===== config.mk =====
export PLATFORM = sky130hd
export DESIGN_NAME = ulam_spiral_index_to_xy_unit
export DESIGN_NICKNAME = d
export VERILOG_FILES = /design/src/rtl/ulsp_pkg.sv /design/src/rtl/ulsp_sqrt_step.sv /design/src/rtl/ulsp_ring.sv /design/src/rtl/ulsp_fold.sv /design/src/rtl/ulam_spiral_index_to_xy_unit.sv
export SDC_FILE = /design/constraint.sdc
export NUM_CORES = 2
export LEC_CHECK = 0
export BUFFER_PORTS_ARGS = -buffer_cell sky130_fd_sc_hd__buf_2
export CORE_UTILIZATION = 31
export CTS_CLUSTER_SIZE = 20
export DETAILED_ROUTE_END_ITERATION = 7
export GPL_TIMING_DRIVEN = 0
export PLACE_DENSITY = 0.56
export SLEW_MARGIN = 20
export SYNTH_ARGS = -nofsm -noshare
export SYNTH_HDL_FRONTEND = slang
export SYNTH_HIERARCHICAL = 1
export SYNTH_SLANG_ARGS = --single-unit

===== constraint.sdc =====
create_clock -name aclk -period 6.7 [get_ports aclk]
set_input_delay 1.34 -clock aclk [delete_from_list [all_inputs] [get_ports aclk]]
set_output_delay 1.34 -clock aclk [all_outputs]
set_load 0.02 [all_outputs]

===== src/rtl/ulsp_pkg.sv =====
// ----------------------------------------------------------------------------
// ulsp_pkg
// Shared constants and types for the Ulam spiral index-to-coordinate unit.
// ----------------------------------------------------------------------------
`default_nettype none

package ulsp_pkg;

    // width of each output coordinate, two's complement
    localparam int COORD_BITS = 16;

    // sideband carried next to the square-root state: index is in range
    // (n >= 2) and the magnitude of n itself
    typedef struct packed {
        logic        live;
        logic [30:0] n;
    } ulsp_side_t;

    // which of the four ring sides the distance from the corner lands on
    typedef enum logic [1:0] {
        SIDE_EAST,
        SIDE_SOUTH,
        SIDE_WEST,
        SIDE_NORTH
    } side_t;

endpackage

`default_nettype wire


===== src/rtl/ulsp_sqrt_step.sv =====
// ----------------------------------------------------------------------------
// ulsp_sqrt_step
// One registered digit step of a restoring integer square root. Takes the
// next two radicand bits, tries to extend the partial root by a one bit,
// and keeps the remainder. Carries a sideband word alongside.
// ----------------------------------------------------------------------------
`default_nettype none

module ulsp_sqrt_step #(
    parameter int R = 16
) (
    input  wire logic                aclk,
    input  wire logic                aresetn,
    // upstream
    input  wire logic                in_valid,
    output logic                     in_ready,
    input  wire logic [R:0]          in_rem,
    input  wire logic [R-1:0]        in_root,
    input  wire logic [2*R-1:0]      in_rad,
    input  wire ulsp_pkg::ulsp_side_t in_side,
    // downstream
    output logic                     out_valid,
    input  wire logic                out_ready,
    output logic [R:0]               out_rem,
    output logic [R-1:0]             out_root,
    output logic [2*R-1:0]           out_rad,
    output ulsp_pkg::ulsp_side_t     out_side
);

    logic                 valid_reg;
    logic [R:0]           rem_reg;
    logic [R-1:0]         root_reg;
    logic [2*R-1:0]       rad_reg;
    ulsp_pkg::ulsp_side_t side_reg;

    logic [R+2:0]   work;
    logic [R+2:0]   trial;
    logic [R+2:0]   diff;
    logic           fits;
    logic [R:0]     rem_next;
    logic [R-1:0]   root_next;
    logic [2*R-1:0] rad_next;

    // trial subtract of (4*root + 1) from the shifted-in remainder
    always_comb begin
        work      = {in_rem, in_rad[2*R-1:2*R-2]};
        trial     = (R+3)'({in_root, 2'b01});
        diff      = work - trial;
        fits      = (work >= trial);
        rem_next  = fits ? diff[R:0] : work[R:0];
        root_next = {in_root[R-2:0], fits};
        rad_next  = {in_rad[2*R-3:0], 2'b00};
    end

    assign in_ready = !valid_reg || out_ready;

    // stage register
    always_ff @(posedge aclk) begin
        if (!aresetn) begin
            valid_reg <= 1'b0;
        end else if (in_ready) begin
            valid_reg <= in_valid;
        end
    end

    always_ff @(posedge aclk) begin
        if (in_ready && in_valid) begin
            rem_reg  <= rem_next;
            root_reg <= root_next;
            rad_reg  <= rad_next;
            side_reg <= in_side;
        end
    end

    assign out_valid = valid_reg;
    assign out_rem   = rem_reg;
    assign out_root  = root_reg;
    assign out_rad   = rad_reg;
    assign out_side  = side_reg;

endmodule

`default_nettype wire


===== src/rtl/ulsp_ring.sv =====
// ----------------------------------------------------------------------------
// ulsp_ring
// Ring and corner stages: k = ceil(sqrt(n)) / 2 from the root of n - 1, the
// corner square (2k+1)^2, then the distance back from the corner to n.
// ----------------------------------------------------------------------------
`default_nettype none

module ulsp_ring #(
    parameter int R = 16,
    parameter int W = 31
) (
    input  wire logic                aclk,
    input  wire logic                aresetn,
    // upstream
    input  wire logic                in_valid,
    output logic                     in_ready,
    input  wire logic [R-1:0]        in_root,
    input  wire ulsp_pkg::ulsp_side_t in_side,
    // downstream
    output logic                     out_valid,
    input  wire logic                out_ready,
    output logic                     out_live,
    output logic [R-1:0]             out_k,
    output logic [R+2:0]             out_dist
);

    localparam int CB = 2 * R + 2;

    // stage A: ring and corner square
    logic           a_valid_reg;
    logic           a_live_reg;
    logic [W-1:0]   a_n_reg;
    logic [R-1:0]   a_k_reg;
    logic [CB-1:0]  a_corner_reg;
    logic           a_ready;

    logic [R:0]     ceil_root;
    logic [R-1:0]   k_next;
    logic [R:0]     edge_len;
    logic [CB-1:0]  corner_next;

    always_comb begin
        ceil_root   = {1'b0, in_root} + (R+1)'(1);
        k_next      = ceil_root[R:1];
        edge_len    = {k_next, 1'b1};
        corner_next = CB'(edge_len) * CB'(edge_len);
    end

    assign in_ready = !a_valid_reg || a_ready;

    always_ff @(posedge aclk) begin
        if (!aresetn) begin
            a_valid_reg <= 1'b0;
        end else if (in_ready) begin
            a_valid_reg <= in_valid;
        end
    end

    always_ff @(posedge aclk) begin
        if (in_ready && in_valid) begin
            a_live_reg   <= in_side.live;
            a_n_reg      <= W'(in_side.n);
            a_k_reg      <= k_next;
            a_corner_reg <= corner_next;
        end
    end

    // stage B: distance from the corner square
    logic           b_valid_reg;
    logic           b_live_reg;
    logic [R-1:0]   b_k_reg;
    logic [R+2:0]   b_dist_reg;
    logic [CB-1:0]  dist_full;

    assign dist_full = a_corner_reg - CB'(a_n_reg);
    assign a_ready   = !b_valid_reg || out_ready;

    always_ff @(posedge aclk) begin
        if (!aresetn) begin
            b_valid_reg <= 1'b0;
        end else if (a_ready) begin
            b_valid_reg <= a_valid_reg;
        end
    end

    always_ff @(posedge aclk) begin
        if (a_ready && a_valid_reg) begin
            b_live_reg <= a_live_reg;
            b_k_reg    <= a_k_reg;
            b_dist_reg <= dist_full[R+2:0];
        end
    end

    assign out_valid = b_valid_reg;
    assign out_live  = b_live_reg;
    assign out_k     = b_k_reg;
    assign out_dist  = b_dist_reg;

endmodule

`default_nettype wire


===== src/rtl/ulsp_fold.sv =====
// ----------------------------------------------------------------------------
// ulsp_fold
// Side and offset stages: splits the corner distance by 2k into a side
// (two compare-subtract steps) and an offset, then places the point on the
// ring and holds it in the output register.
// ----------------------------------------------------------------------------
`default_nettype none

module ulsp_fold #(
    parameter int R = 16
) (
    input  wire logic                              aclk,
    input  wire logic                              aresetn,
    // upstream
    input  wire logic                              in_valid,
    output logic                                   in_ready,
    input  wire logic                              in_live,
    input  wire logic [R-1:0]                      in_k,
    input  wire logic [R+2:0]                      in_dist,
    // downstream
    output logic                                   out_valid,
    input  wire logic                              out_ready,
    output logic signed [ulsp_pkg::COORD_BITS-1:0] out_x,
    output logic signed [ulsp_pkg::COORD_BITS-1:0] out_y
);

    localparam int CW = ulsp_pkg::COORD_BITS;

    // stage C: side = dist / 2k, offset = dist % 2k (dist < 8k)
    logic                c_valid_reg;
    logic                c_live_reg;
    logic [R-1:0]        c_k_reg;
    logic [R:0]          c_off_reg;
    ulsp_pkg::side_t     c_side_reg;
    logic                c_ready;

    logic [R+2:0] four_k;
    logic         hi;
    logic [R+2:0] d1;
    logic [R+1:0] span;
    logic         lo;
    logic [R+1:0] d2;

    always_comb begin
        four_k = (R+3)'({in_k, 2'b00});
        hi     = (in_dist >= four_k);
        d1     = hi ? (in_dist - four_k) : in_dist;
        span   = (R+2)'({in_k, 1'b0});
        lo     = (d1[R+1:0] >= span);
        d2     = lo ? (d1[R+1:0] - span) : d1[R+1:0];
    end

    assign in_ready = !c_valid_reg || c_ready;

    always_ff @(posedge aclk) begin
        if (!aresetn) begin
            c_valid_reg <= 1'b0;
        end else if (in_ready) begin
            c_valid_reg <= in_valid;
        end
    end

    always_ff @(posedge aclk) begin
        if (in_ready && in_valid) begin
            c_live_reg <= in_live;
            c_k_reg    <= in_k;
            c_off_reg  <= d2[R:0];
            c_side_reg <= ulsp_pkg::side_t'({hi, lo});
        end
    end

    // stage D: place the point on its side
    logic                  d_valid_reg;
    logic signed [CW-1:0]  d_x_reg;
    logic signed [CW-1:0]  d_y_reg;

    logic signed [R+1:0]   rk;
    logic signed [R+1:0]   ro;
    logic signed [R+1:0]   x_ring;
    logic signed [R+1:0]   y_ring;
    logic [CW+R+1:0]       x_wide;
    logic [CW+R+1:0]       y_wide;
    logic signed [CW-1:0]  x_next;
    logic signed [CW-1:0]  y_next;

    always_comb begin
        rk = $signed({2'b00, c_k_reg});
        ro = $signed({1'b0, c_off_reg});
        case (c_side_reg)
            ulsp_pkg::SIDE_EAST: begin
                x_ring = rk;
                y_ring = rk - ro;
            end
            ulsp_pkg::SIDE_SOUTH: begin
                x_ring = rk - ro;
                y_ring = -rk;
            end
            ulsp_pkg::SIDE_WEST: begin
                x_ring = -rk;
                y_ring = ro - rk;
            end
            ulsp_pkg::SIDE_NORTH: begin
                x_ring = ro - rk;
                y_ring = rk;
            end
            default: begin
                x_ring = '0;
                y_ring = '0;
            end
        endcase
        // sign-extend to a wide word, then keep the coordinate width
        x_wide = {{CW{x_ring[R+1]}}, x_ring};
        y_wide = {{CW{y_ring[R+1]}}, y_ring};
        x_next = c_live_reg ? $signed(x_wide[CW-1:0]) : '0;
        y_next = c_live_reg ? $signed(y_wide[CW-1:0]) : '0;
    end

    assign c_ready = !d_valid_reg || out_ready;

    always_ff @(posedge aclk) begin
        if (!aresetn) begin
            d_valid_reg <= 1'b0;
        end else if (c_ready) begin
            d_valid_reg <= c_valid_reg;
        end
    end

    always_ff @(posedge aclk) begin
        if (c_ready && c_valid_reg) begin
            d_x_reg <= x_next;
            d_y_reg <= y_next;
        end
    end

    assign out_valid = d_valid_reg;
    assign out_x     = d_x_reg;
    assign out_y     = d_y_reg;

endmodule

`default_nettype wire


===== src/rtl/ulam_spiral_index_to_xy_unit.sv =====
// ----------------------------------------------------------------------------
// ulam_spiral_index_to_xy_unit
// Maps a signed Ulam spiral index to its lattice point (x, y). Indices of
// one or less give the origin.
// ----------------------------------------------------------------------------
//  channel   direction  ports                          word
//  s_        in         s_valid s_ready s_index        32-bit signed index
//  m_        out        m_valid m_ready m_x_coord      16-bit signed x, y
//                               m_y_coord
//
//  One word per cycle in and out while neither channel applies back-pressure.
//  Stages: input register, R = INDEX_BITS/2 (rounded down) square-root stages
//  of one digit each, corner multiply, corner distance, side split, output register.
//  Each stage has its own valid bit and holds under back-pressure, so
//  bubbles close up and a stall loses nothing. Reset clears the valid bits.
// ----------------------------------------------------------------------------
`default_nettype none

module ulam_spiral_index_to_xy_unit #(
    parameter int INDEX_BITS = 32
) (
    input  wire logic                                   aclk,
    input  wire logic                                   aresetn,
    // input words
    input  wire logic                                   s_valid,
    output logic                                        s_ready,
    input  wire logic signed [31:0]                     s_index,
    // result words
    output logic                                        m_valid,
    input  wire logic                                   m_ready,
    output logic signed [ulsp_pkg::COORD_BITS-1:0]      m_x_coord,
    output logic signed [ulsp_pkg::COORD_BITS-1:0]      m_y_coord
);

    localparam int W  = INDEX_BITS - 1;   // magnitude bits of a positive index
    localparam int R  = (W + 1) / 2;      // root digits
    localparam int VB = 2 * R;            // radicand bits

    // input stage: sign check, n >= 2, radicand n - 1
    logic [INDEX_BITS-1:0] raw;
    logic [W-1:0]          mag;
    logic                  live;
    logic [W-1:0]          mag_m1;

    logic                  in_valid_reg;
    logic [VB-1:0]         in_rad_reg;
    ulsp_pkg::ulsp_side_t  in_side_reg;
    ulsp_pkg::ulsp_side_t  side_next;

    always_comb begin
        raw            = s_index[INDEX_BITS-1:0];
        mag            = raw[W-1:0];
        live           = !raw[INDEX_BITS-1] && (mag > W'(1));
        mag_m1         = live ? (mag - W'(1)) : '0;
        side_next.live = live;
        side_next.n    = 31'(mag);
    end

    // square-root chain, stage 0 is the input register
    logic           st_valid [0:R];
    logic           st_ready [0:R];
    logic [R:0]     st_rem   [0:R];
    logic [R-1:0]   st_root  [0:R];
    logic [VB-1:0]  st_rad   [0:R];
    ulsp_pkg::ulsp_side_t st_side [0:R];

    assign s_ready = !in_valid_reg || st_ready[0];

    always_ff @(posedge aclk) begin
        if (!aresetn) begin
            in_valid_reg <= 1'b0;
        end else if (s_ready) begin
            in_valid_reg <= s_valid;
        end
    end

    always_ff @(posedge aclk) begin
        if (s_ready && s_valid) begin
            in_rad_reg  <= VB'(mag_m1);
            in_side_reg <= side_next;
        end
    end

    assign st_valid[0] = in_valid_reg;
    assign st_rem[0]   = '0;
    assign st_root[0]  = '0;
    assign st_rad[0]   = in_rad_reg;
    assign st_side[0]  = in_side_reg;

    for (genvar j = 0; j < R; j++) begin : g_sqrt
        ulsp_sqrt_step #(
            .R(R)
        ) u_step (
            .aclk      (aclk),
            .aresetn   (aresetn),
            .in_valid  (st_valid[j]),
            .in_ready  (st_ready[j]),
            .in_rem    (st_rem[j]),
            .in_root   (st_root[j]),
            .in_rad    (st_rad[j]),
            .in_side   (st_side[j]),
            .out_valid (st_valid[j+1]),
            .out_ready (st_ready[j+1]),
            .out_rem   (st_rem[j+1]),
            .out_root  (st_root[j+1]),
            .out_rad   (st_rad[j+1]),
            .out_side  (st_side[j+1])
        );
    end

    // ring and corner distance
    logic           rg_valid;
    logic           rg_ready;
    logic           rg_live;
    logic [R-1:0]   rg_k;
    logic [R+2:0]   rg_dist;

    ulsp_ring #(
        .R(R),
        .W(W)
    ) u_ring (
        .aclk      (aclk),
        .aresetn   (aresetn),
        .in_valid  (st_valid[R]),
        .in_ready  (st_ready[R]),
        .in_root   (st_root[R]),
        .in_side   (st_side[R]),
        .out_valid (rg_valid),
        .out_ready (rg_ready),
        .out_live  (rg_live),
        .out_k     (rg_k),
        .out_dist  (rg_dist)
    );

    // side split and output register
    ulsp_fold #(
        .R(R)
    ) u_fold (
        .aclk      (aclk),
        .aresetn   (aresetn),
        .in_valid  (rg_valid),
        .in_ready  (rg_ready),
        .in_live   (rg_live),
        .in_k      (rg_k),
        .in_dist   (rg_dist),
        .out_valid (m_valid),
        .out_ready (m_ready),
        .out_x     (m_x_coord),
        .out_y     (m_y_coord)
    );

endmodule

`default_nettype wire


==> key figures <==
Final layout
  • Commonest non-fill, non-tap cell in the layout: edfxtp_1
  • Cell Count, Final, Fillers Out: 8573
  • Finished Cell Area: 78300 µm²
  • Nets@finish: 6164
  • Layout fillers: 21100
  • Commonest non-fill, non-tap cells in the layout: 1277 x edfxtp_1, 576 x inv_1, 431 x ha_1
  • Final Util: 35.7%
  • FF+latch area: roughly 39000 µm²
  • Multi-input gate area: approximately 27000 µm²
  • Layout cells sized above 1: 14.1%
  • Largest register FFs: 320
  • Area Overhead vs Synth: 14.3%

STA
  • Tcrit/Tclk final: between 90% and 100%
  • Worst-Margin Slew: 1.01 ns
  • Period minus WS final: 6.47 ns
  • Clock Skew: 0.0613 ns
  • Max-slew violation count: 0
  • WHS: roughly 0.4 ns
  • Peak Freq: 154 MHz
  • Final Hold Fails: 0
  • Setup Viol. Count Final: 0
  • Final setup margin: 0.227 ns
  • Slew HR: between 30% and 40%
  • TNS Setup: 0 ns

Pwr
  • Sw Pwr: 3.51 mW
  • Flop pwr share: 52.7%
  • Total power draw: 17.0 mW
  • Leakage: 29.5 nW
  • Comb power frac: under 10%
  • Clock share of power: 44.1%
  • Pwr Density: 217 nW/µm²
  • Internal power: 13.4 mW
  • Sw Ratio: roughly a fifth
  • Peak supply drop: 0.000267 V

Placement
  • Dpl hpwl: 104000 µm
  • Port buffer count: between 60 and 70
  • Area after DPL: roughly 73000 µm²
  • Dpl ws: -0.869 ns
  • Routability cong.: 0.860
  • Placed cells: 8295

Clocking
  • Num CTS Buffers: 140
  • CTS tree: built
  • CTS H-Tree Depth: 4
  • Worst skew pair latency: 0.78 ns
  • CTS Root Cell: clkbuf_16
  • Clk buf depth: 3
  • Clock transition at path regs: 0.06 ns
  • Clk sinks: 1298

Floorplan
  • Core box area: between 200000 and 250000 µm²
  • I/O Pins: 70
  • Die W: 472 µm
  • Num rows: 172
  • Die ar.: 223000 µm²
  • Starting Density: 31.2%
  • Die height: 472 µm

Worst setup path
  • Critical Path, Cell by Cell: and3_1, nand2_2, nor3_1, xnor2_1, nand2_1, fa_1, fa_1, fa_1, fa_1, fa_1, fa_1, inv_1, ha_1, a2111o_1, o22ai_1, xnor2_1
  • Worst setup path start: g_sqrt[15].u_step/out_root[1]
  • CP top delay family: adder cells
  • Setup Crit Path Kind: reg2reg
  • CP max stage delay: around 0.62 ns
  • Worst r2r src: g_sqrt[15].u_step/out_root[1]
  • Critical Path End Type: flop
  • CP Data Required Time: 7.21 ns
  • Crit-path slowest cell: xnor2_1
  • CP Max Fanout: 5
  • CP Capture Point: u_ring/a_corner_reg[18]
  • WP buf/inv: 1
  • Cell mode on critical path: fa_1
  • Worst Path Arrival: about 7 ns
  • CP Depth: 16
  • R2r worst-path depth: 16
  • R2r endpoint: u_ring/a_corner_reg[18]
  • Worst setup SP type: flop
  • Register-to-register setup slack: 0.23 ns

Routing
  • Via count: 40300
  • DRT antenna net count: 0
  • Drt via density: approximately 4.7
  • Final Routed Wirelength: 137000 µm
  • Avg WL per Cell: 16.0 µm
  • Detailed Route Iter0 Violations: between 2000 and 3000
  • Residual DRC count: 0
  • Drt first pass iters: 6

GRT
  • Grt ovf: 0
  • Antenna violations before repair: 1
  • Largest net degree at the start of global routing: 57
  • Number of global-route vias before repair: 40600
  • GRT Resource Usage Total: between 10% and 20%
  • Global-route wire length before repair: about 220000 µm

Run
  • Max Cap Violations: 0

Synth
  • Mean Syn Cell Area: between 10 and 15 µm²
  • Cells after Synth: roughly 5300
  • Yosys warnings: 6
  • Cell Area, Synth: 68500 µm²

Worst hold path
  • HP Class: reg2reg

Outcome
  • Status: finished, final reports clean
## area by class of cell
type                       instances  share of cell area [%]
sequential                      1298                    49.5
multi-input combinational       3316                    34.8
clock buffer                     177                    4.72
tap                             2871                    4.59
inverter                         583                    2.80
timing repair buffer             114                    1.35
buffer                           138                    1.21
clock inverter                    75                    1.00
antenna                            1                 0.00320
## repair_timing
item | in CTS | in global routing
gates resized for setup | 33 | 30
hold endpoints to repair | 0 | 0
buffers inserted | 13 | 12
hold buffers | 0 | 0
gates cloned | 0 | 0
endpoints found under the setup margin | 11 | 20
pin swaps | 1 | 7
## power by group through the flow
stage	combinational, mW	clock [mW]	sequential, mW
floorplan	0.406	0	9.10
global placement	0.520	0	9.12
detailed placement	0.532	0	9.11
CTS	0.535	7.74	8.94
global route	0.604	8.01	8.94
finish	0.545	7.48	8.94
## worst reg2reg max path: cells and delay by family, from the launching register on
family                   cells  cell delay [ns]
AO/OA/AOI/OAI                2             0.59
XOR/XNOR                     2             0.71
adder cells (fa/ha/maj)      7             3.57
buffers and inverters        1             0.06
flip-flops                   1             0.52
AND/OR/NAND/NOR              4             0.78
## worst min path at each step
stage	slack, ns	cells past startpoint	start	end
3_5_place_dp	0.40	0	g_sqrt[9].u_step/out_side[14]	g_sqrt[10].u_step/out_side[14]
3_3_place_gp	0.40	0	g_sqrt[1].u_step/out_rad[29]	g_sqrt[2].u_step/out_rad[31]
4_1_cts	0.40	0	g_sqrt[0].u_step/out_rad[8]	g_sqrt[1].u_step/out_rad[10]
2_1_floorplan	0.40	0	in_rad_reg[8]	g_sqrt[0].u_step/out_rad[10]
5_1_grt	0.40	0	g_sqrt[1].u_step/out_rad[7]	g_sqrt[2].u_step/out_rad[9]
6_report	0.40	0	g_sqrt[1].u_step/out_rad[26]	g_sqrt[2].u_step/out_rad[28]
## routing by layer
metal  up-vias  part of all wire (%)  routed length (µm)  global-route usage (%)
met5         -                     0                   0                       0
met4         0                   3.2                4430                    4.62
met3       242                   4.1                5700                    2.11
met2       813                    47               64300                    20.2
met1     19400                    46               63000                    15.8
li1      19900                     -                   -                       -
(Power assumes the default switching activity.)
